File: src/rtl/olst_pkg.sv
package olst_pkg;

  localparam int DEPTH_DEF = 64;
  // wide enough for any position or count up to the largest supported depth
  localparam int POS_W     = 11;
  localparam int COORD_W   = 16;
  localparam int KEY_W     = 2 * COORD_W;
  localparam int IDX_W     = 6;
  localparam int CNT_OUT_W = 7;

  typedef enum logic [2:0] {
    OP_PUSH_FRONT = 3'd0,
    OP_PUSH_BACK  = 3'd1,
    OP_READ       = 3'd2,
    OP_WRITE      = 3'd3,
    OP_REMOVE     = 3'd4,
    OP_CONTAINS   = 3'd5
  } op_t;

  typedef enum logic [1:0] {
    STS_OK    = 2'd0,
    STS_FULL  = 2'd1,
    STS_EMPTY = 2'd2,
    STS_RANGE = 2'd3
  } status_t;

  typedef enum logic {
    ST_IDLE  = 1'b0,
    ST_APPLY = 1'b1
  } state_t;

  // broadcast from the controller to every cell of the row
  typedef struct packed {
    logic             cap;
    logic [KEY_W-1:0] cap_key;
    logic [POS_W-1:0] cap_idx;
    logic             apply;
    op_t              op;
    logic             full;
    logic [KEY_W-1:0] key;
    logic [POS_W-1:0] idx;
    logic [POS_W-1:0] cnt;
  } cell_ctl_t;

endpackage

File: src/rtl/olst_cell.sv
module olst_cell import olst_pkg::*; #(
  parameter int POS = 0
) (
  input  logic             clk,
  input  cell_ctl_t        ctl,
  input  logic [KEY_W-1:0] left_data,
  input  logic [KEY_W-1:0] right_data,
  input  logic             hit_in,
  input  logic [KEY_W-1:0] rd_in,
  output logic [KEY_W-1:0] data,
  output logic             hit_out,
  output logic [KEY_W-1:0] rd_out
);

  localparam logic [POS_W-1:0] MY_POS = POS_W'(POS);

  logic [KEY_W-1:0] data_r, data_nxt;
  logic [KEY_W-1:0] rd_r;
  logic             match_r;

  assign data = data_r;
  // first-match prefix and read-out both ripple along the row
  assign hit_out = hit_in | match_r;
  assign rd_out  = rd_in | rd_r;

  always_comb begin
    data_nxt = data_r;
    if (ctl.apply) begin
      unique case (ctl.op)
        OP_PUSH_FRONT: begin
          if (!ctl.full) data_nxt = left_data;
        end
        OP_PUSH_BACK: begin
          if (!ctl.full && MY_POS == ctl.cnt) data_nxt = ctl.key;
        end
        OP_WRITE: begin
          if (MY_POS == ctl.idx && ctl.idx < ctl.cnt) data_nxt = ctl.key;
        end
        OP_REMOVE: begin
          // everything from the first match onwards closes up by one
          if (hit_out) data_nxt = right_data;
        end
        default: data_nxt = data_r;
      endcase
    end
  end

  always_ff @(posedge clk) begin
    data_r <= data_nxt;
    if (ctl.cap) begin
      match_r <= (MY_POS < ctl.cnt) && (data_r == ctl.cap_key);
      rd_r    <= (MY_POS == ctl.cap_idx) ? data_r : '0;
    end
  end

endmodule
File: config.mk
export PLATFORM = sky130hd
export DESIGN_NAME = olst_cell
export DESIGN_NICKNAME = d
export VERILOG_FILES = /design/src/rtl/olst_pkg.sv /design/src/rtl/olst_cell.sv
export SDC_FILE = /design/constraint.sdc
export NUM_CORES = 1
export LEC_CHECK = 0
export ABC_CLOCK_PERIOD_IN_PS = 6500
export BUFFER_PORTS_ARGS = -buffer_cell sky130_fd_sc_hd__buf_2
export CORE_MARGIN = 2
export CORE_UTILIZATION = 35
export CTS_CLUSTER_SIZE = 28
export DETAILED_ROUTE_END_ITERATION = 10
export PLACE_DENSITY = 0.74
export SLEW_MARGIN = 20
export SYNTH_ARGS = -nofsm -noshare
export SYNTH_HDL_FRONTEND = slang
export SYNTH_SLANG_ARGS = --single-unit
File: constraint.sdc
create_clock -name clk -period 6.5 [get_ports clk]
set_clock_uncertainty 0.15 [all_clocks]
set_input_delay 0.65 -clock clk [delete_from_list [all_inputs] [get_ports clk]]
set_output_delay 0.65 -clock clk [all_outputs]
set_load 0.1 [all_outputs]
Word-level counts from Yosys, hierarchy flattened --
Index checks and enable logic that the tools add are counted.
Operators by class: order comparisons 2, reductions and logical operators 10, bitwise gates (word level) 2, multiplexer cells 5, equality and inequality tests 8
Operators by type and width (number):
- 32-bit 2-to-1 mux | 4
- 32-bit one-hot mux with 4 select lines | 1
- 11-bit logical NOT | 3
- 32-bit == test | 1
- 32-bit bitwise OR | 1
- 1-bit by 11-bit less-than comparator with 1-bit output, first input constant | 1
- 11-bit less-than comparator | 1
- 2-bit inequality test, second input constant | 4
- 6-bit AND reduction | 1
- 4-bit nonzero test | 1
- 3-bit by 1-bit == test with 1-bit output, second input constant | 1
- 3-bit by 2-bit == test with 1-bit output, second input constant | 1
- 3-bit == test, second input constant | 1
- 1-bit logical AND | 3
- 3-bit logical NOT | 1
- 1-bit logical NOT | 1
- 1-bit bitwise OR | 1
Word-level totals: output and inout bits 65, input bits 201, bits in registers 65, logic and storage cells 30

Longest topological paths before layout --
depth after elaboration 4, gate-level depth with buffers 7, depth with buffers taken out 7

Worst setup path before layout --
Ideal clock, no wire load.
kind input port to flip-flop, from input ctl[12] (netlist bit), to register data_r[0], in the netlist data[0], enable pin, stages on the path 4, data arrival time 3.325 ns, required time 5.909 ns, setup slack 2.584 ns, library setup time 0.441 ns, path buffers 0, cells stage by stage or4_4 > a2111oi_4 > o2111ai_1 > a31oi_1
On the way: word-level cells in the longest chain between the ends 4, elaborated cells between the ends (all ways) 5, classes of those cells 1 x order compare; 1 x eq/ne; 3 x reduce/logical
Ends and longest elaborated chain:
- start: declaration | line olst_cell.sv:5 | input cell_ctl_t ctl,
- 11-bit less-than comparator / 11-bit logical NOT (equally long branches) | line olst_cell.sv:37 | if (MY_POS == ctl.idx && ctl.idx < ctl.cnt) data_nxt = ctl.key;
- 1-bit logical AND * | line olst_cell.sv:37
- 2-bit inequality test (no line) *
- 6-bit AND reduction (no line) *
- end signal: assignment | line olst_cell.sv:49 | data_r <= data_nxt;
- end: declaration | line olst_cell.sv:17 | logic [KEY_W-1:0] data_r, data_nxt;
Mark *: on every way between the ends. The rest lies on a longest branch, timed or not. A chain may end at the register's enable or synchronous reset.

Worst setup path in the final report --
from input ctl[7] (netlist bit), to register data_r[23], in the netlist data[23], enable pin
On the way: word-level cells in the longest chain between the ends 4, elaborated cells between the ends (all ways) 7, classes of those cells 1 x order compare; 2 x eq/ne; 4 x reduce/logical
Ends and longest elaborated chain (line):
- 11-bit less-than comparator / 11-bit logical NOT (equally long branches) | olst_cell.sv:37, olst_cell.sv:34
- 1-bit logical AND, on equally long branches | olst_cell.sv:37, olst_cell.sv:34
- 2-bit inequality test (no line)
- 6-bit AND reduction (no line) *
Marked as above.

==> Flow_metrics.wiki <==
{| class="wikitable"
! Metric !! Value
|-
| Result of the run || completed
|-
| Number of filler cells placed in the layout || around 930
|-
| Post-synth top area cell || sky130_fd_sc_hd__edfxtp_1
|-
| Pin count of the biggest net entering global routing || 34
|-
| Crit path buf inv count || 1
|-
| I/O Buffers || around 270
|-
| Cell Chain, Critical Path || buf_2, nor4_1, nand2_1, nor4_1, nand2_1, a31oi_4
|-
| Cell Rows || 37
|-
| Sort of element at the start of the critical path || primary input
|-
| Placer's final routability congestion estimate || 0.835
|-
| Sinks on Clock Net || between 60 and 70
|-
| Total area of sequential cells || roughly 2000 um^2
|-
| Fraction of final layout cells sized beyond drive strength 1 || 52.2%
|-
| Number of global-route vias before repair || around 3600
|-
| Maximum resistive drop on vdd || 100 uV
|-
| Mean post-synth cell area || 10.7 um^2
|-
| Cell type group with the largest total delay on the critical path || simple AND/OR/NAND/NOR gates
|-
| Number of endpoints with negative hold slack in the final report || 0
|-
| Pwr Density || approximately 220 nW/um^2
|-
| Grt total ovfl || 0
|-
| Clock root cell || sky130_fd_sc_hd__clkbuf_8
|-
| Number of max-slew violations in the final report || 0
|-
| Remaining DRCs || 0
|-
| Maximum clock insertion buffer count || 2
|-
| Number of setup buffers added after CTS || 0
|-
| Total power of the final layout || about 1.2 mW
|-
| Post-synthesis cell type count || 23
|-
| Sequential share of the synthesized area || 53.7%
|-
| Slowest stage delay, CP || 860 ps
|-
| Cell area after synthesis || approximately 3600 um^2
|-
| Detailed Route Iter0 Violations || around 220
|-
| Clock-pin transition on the worst setup and hold timing paths || 70 ps
|-
| Leakage power summed over all cells || between 2 and 3 nW
|-
| Dpl hpwl || between 9 and 10 mm
|-
| Detailed Route WL || approximately 12 mm
|-
| Setup Crit Path Kind || in2reg
|-
| Max FO, Critical Path || 32
|-
| Net count of the mapped netlist || ~550
|-
| Sum of negative setup slack || 0 ps
|-
| Final critical-path required period || 2940 ps
|-
| Worst max-slew margin expressed relative to the limit || approximately a third
|-
| Data arrival time of the worst path || 2740 ps
|-
| Final-stage net count || about 820
|-
| Critical path capture point type || flop
|-
| Die W || 106 um
|-
| Core Area || 10200 um^2
|-
| Number of antenna violations at the first check in global routing || 0
|-
| PostCTS Resize Cnt || 0
|-
| Largest cells by area after synthesis || sky130_fd_sc_hd__edfxtp_1 54%, sky130_fd_sc_hd__xor2_1 7.7%, sky130_fd_sc_hd__nand2_1 7.5%
|-
| Layout Area Growth over Synthesis || 47.2%
|-
| Synthesis Warnings || 0
|-
| Slew at the pin closest to its max-slew limit || between 1000 and 1500 ps
|-
| Number of buffers added by the clock tree synthesis step || 9
|-
| Clock tree from TritonCTS || done
|-
| Die outline area || between 10000 and 15000 um^2
|-
| Starting utilization of the core area || approximately 36%
|-
| Number of cells produced by synthesis || 340
|-
| Hold crit path type || reg2reg
|-
| Antenna fix cells || 0
|-
| Total routing usage reported by global routing || about a fifth
|-
| Share of the cycle needed by the critical path after routing || 45.2%
|-
| Hold buffer count at CTS || 0
|-
| Achievable clock frequency || between 0.3 and 0.4 GHz
|-
| Area of the multi-input gates || about 1600 um^2
|-
| Number of vias in the routed layout || ~3500
|-
| Clock network latency to the later pin of the worst-skew pair || ~330 ps
|-
| Setup-failing EPs final || 0
|-
| Wire length of the first global-routing pass || between 15 and 20 mm
|-
| Die height || approximately 110 um
|-
| I/O pin cnt || roughly 270
|-
| Iteration count of the initial detailed-routing pass || 4
|-
| H-tree levels || 3
|-
| Required time at the endpoint of the critical path || roughly 6300 ps
|-
| Antenna-violating nets left || 0
|-
| Unrepaired setup endpoints after global routing || no
|-
| Avg Vias per Cell || ~4.7
|-
| Max capacitance violation total || 0
|-
| Routed length per placed instance || between 15 and 20 um
|-
| Seq cells post-synth || 65
|-
| Portion of synthesized cell area occupied by the leading cell type || a little over half
|-
| Crit-path slowest cell || sky130_fd_sc_hd__a31oi_4
|}
==> report_power, final <==
part	internal [mW]	switching, mW	leakage (nW)
registers	0.482	0.0114	0.640
logic	0.0901	0.224	1.84
clock network	0.214	0.139	0.0997
==> final cells by class <==
| cell class | instances | share of cell area (%) |
|---|---|---|
| clock buffers | 12 | 2.52 |
| clock inverters | 4 | 1.26 |
| inverters | 10 | 0.701 |
| multi-input cells | 252 | 30.6 |
| flip-flops and latches | 65 | 36.5 |
| well taps | 136 | 3.18 |
| repair buffers | 268 | 25.3 |
==> worst register-to-register path, stage by stage (launching register included) <==
cell and delay (ps):
sky130_fd_sc_hd__edfxtp_1 360, sky130_fd_sc_hd__or2_2 120, sky130_fd_sc_hd__nand2_1 50, sky130_fd_sc_hd__o21ai_0 80, sky130_fd_sc_hd__nand2_1 110, sky130_fd_sc_hd__a31oi_4 800
==> cells by family after synthesis <==
group | Yosys count | synth area share [%]
buffers and inverters | 23 | 2.37
flip-flops | 65 | 53.7
AO/OA/AOI/OAI | 43 | 8.91
adder cells (fa/ha/maj) | 10 | 3.44
XOR/XNOR | 32 | 7.71
AND/OR/NAND/NOR | 167 | 23.9
==> layer usage <==
layer	GRT usage (%)	vias up	share of wire, %
li1	-	1735	-
met1	23.9	1593	40
met2	35.7	163	51
met3	4.48	13	6.9
met4	7.52	0	1.7
met5	0	-	0
==> layout by cell type, fill, tap and decap left out, types with 2 or more instances in the layout <==
cell type,synthesis,layout
sky130_fd_sc_hd__a21oi_1,4,4
sky130_fd_sc_hd__o21ai_0,3,3
sky130_fd_sc_hd__inv_1,10,10
sky130_fd_sc_hd__clkbuf_8,0,9
sky130_fd_sc_hd__ha_1,10,10
sky130_fd_sc_hd__nor2_1,4,3
sky130_fd_sc_hd__clkbuf_1,13,3
sky130_fd_sc_hd__buf_2,0,265
sky130_fd_sc_hd__a22oi_1,32,32
sky130_fd_sc_hd__bufinv_16,0,2
sky130_fd_sc_hd__nor3_1,2,2
sky130_fd_sc_hd__edfxtp_1,65,65
sky130_fd_sc_hd__nor4_1,13,13
sky130_fd_sc_hd__buf_4,0,2
sky130_fd_sc_hd__clkinv_1,0,2
sky130_fd_sc_hd__nand4_1,4,4
sky130_fd_sc_hd__or2_2,33,33
sky130_fd_sc_hd__nand2_1,73,73
sky130_fd_sc_hd__and2_1,32,32
sky130_fd_sc_hd__xor2_1,32,32
==> sequential cells by signal, indices dropped and copies added, names as in the netlist <==
name and flops:
match_r 1, data 32, rd_r 32
==> stage by stage <==
step	std cells	utilization (%)	worst slack, ps	area, um^2	hold slack (ps)
3_3_place_gp	730	50.4	3240	5130	436
3_5_place_dp	730	50.5	3160	5140	434
6_report	747	52.6	3560	5350	438
4_1_cts	746	52.5	3520	5340	420
5_1_grt	747	52.6	3330	5350	436
2_1_floorplan	340	-	2580	3640	612
==> Yosys cell counts, drive strengths merged <==
| library cell | count |
|---|---|
| a2111oi | 1 |
| a21oi | 4 |
| a22oi | 32 |
| a31oi | 2 |
| and2 | 32 |
| clkbuf | 13 |
| edfxtp | 65 |
| ha | 10 |
| inv | 10 |
| nand2 | 73 |
| nand4 | 4 |
| nor2 | 4 |
| nor2b | 2 |
| nor3 | 2 |
| nor3b | 1 |
| nor4 | 14 |
| nor4b | 1 |
| o2111ai | 1 |
| o21ai | 3 |
| or2 | 33 |
| or4 | 1 |
| xor2 | 32 |
==> final timing paths <==
path / start / endpoint / slack [ps] / depth (start not counted)
setup reg to reg: match_r$_DFFE_PP_ / data[23]$_DFFE_PP_ / 4450 / 5
hold reg to reg: data[23]$_DFFE_PP_ / rd_r[23]$_SDFFCE_PP0P_ / 440 / 1
hold / removal: data[23]$_DFFE_PP_ / rd_r[23]$_SDFFCE_PP0P_ / 440 / 1
setup / recovery: ctl[7] / data[23]$_DFFE_PP_ / 3560 / 6
(Power assumes the default switching activity.)
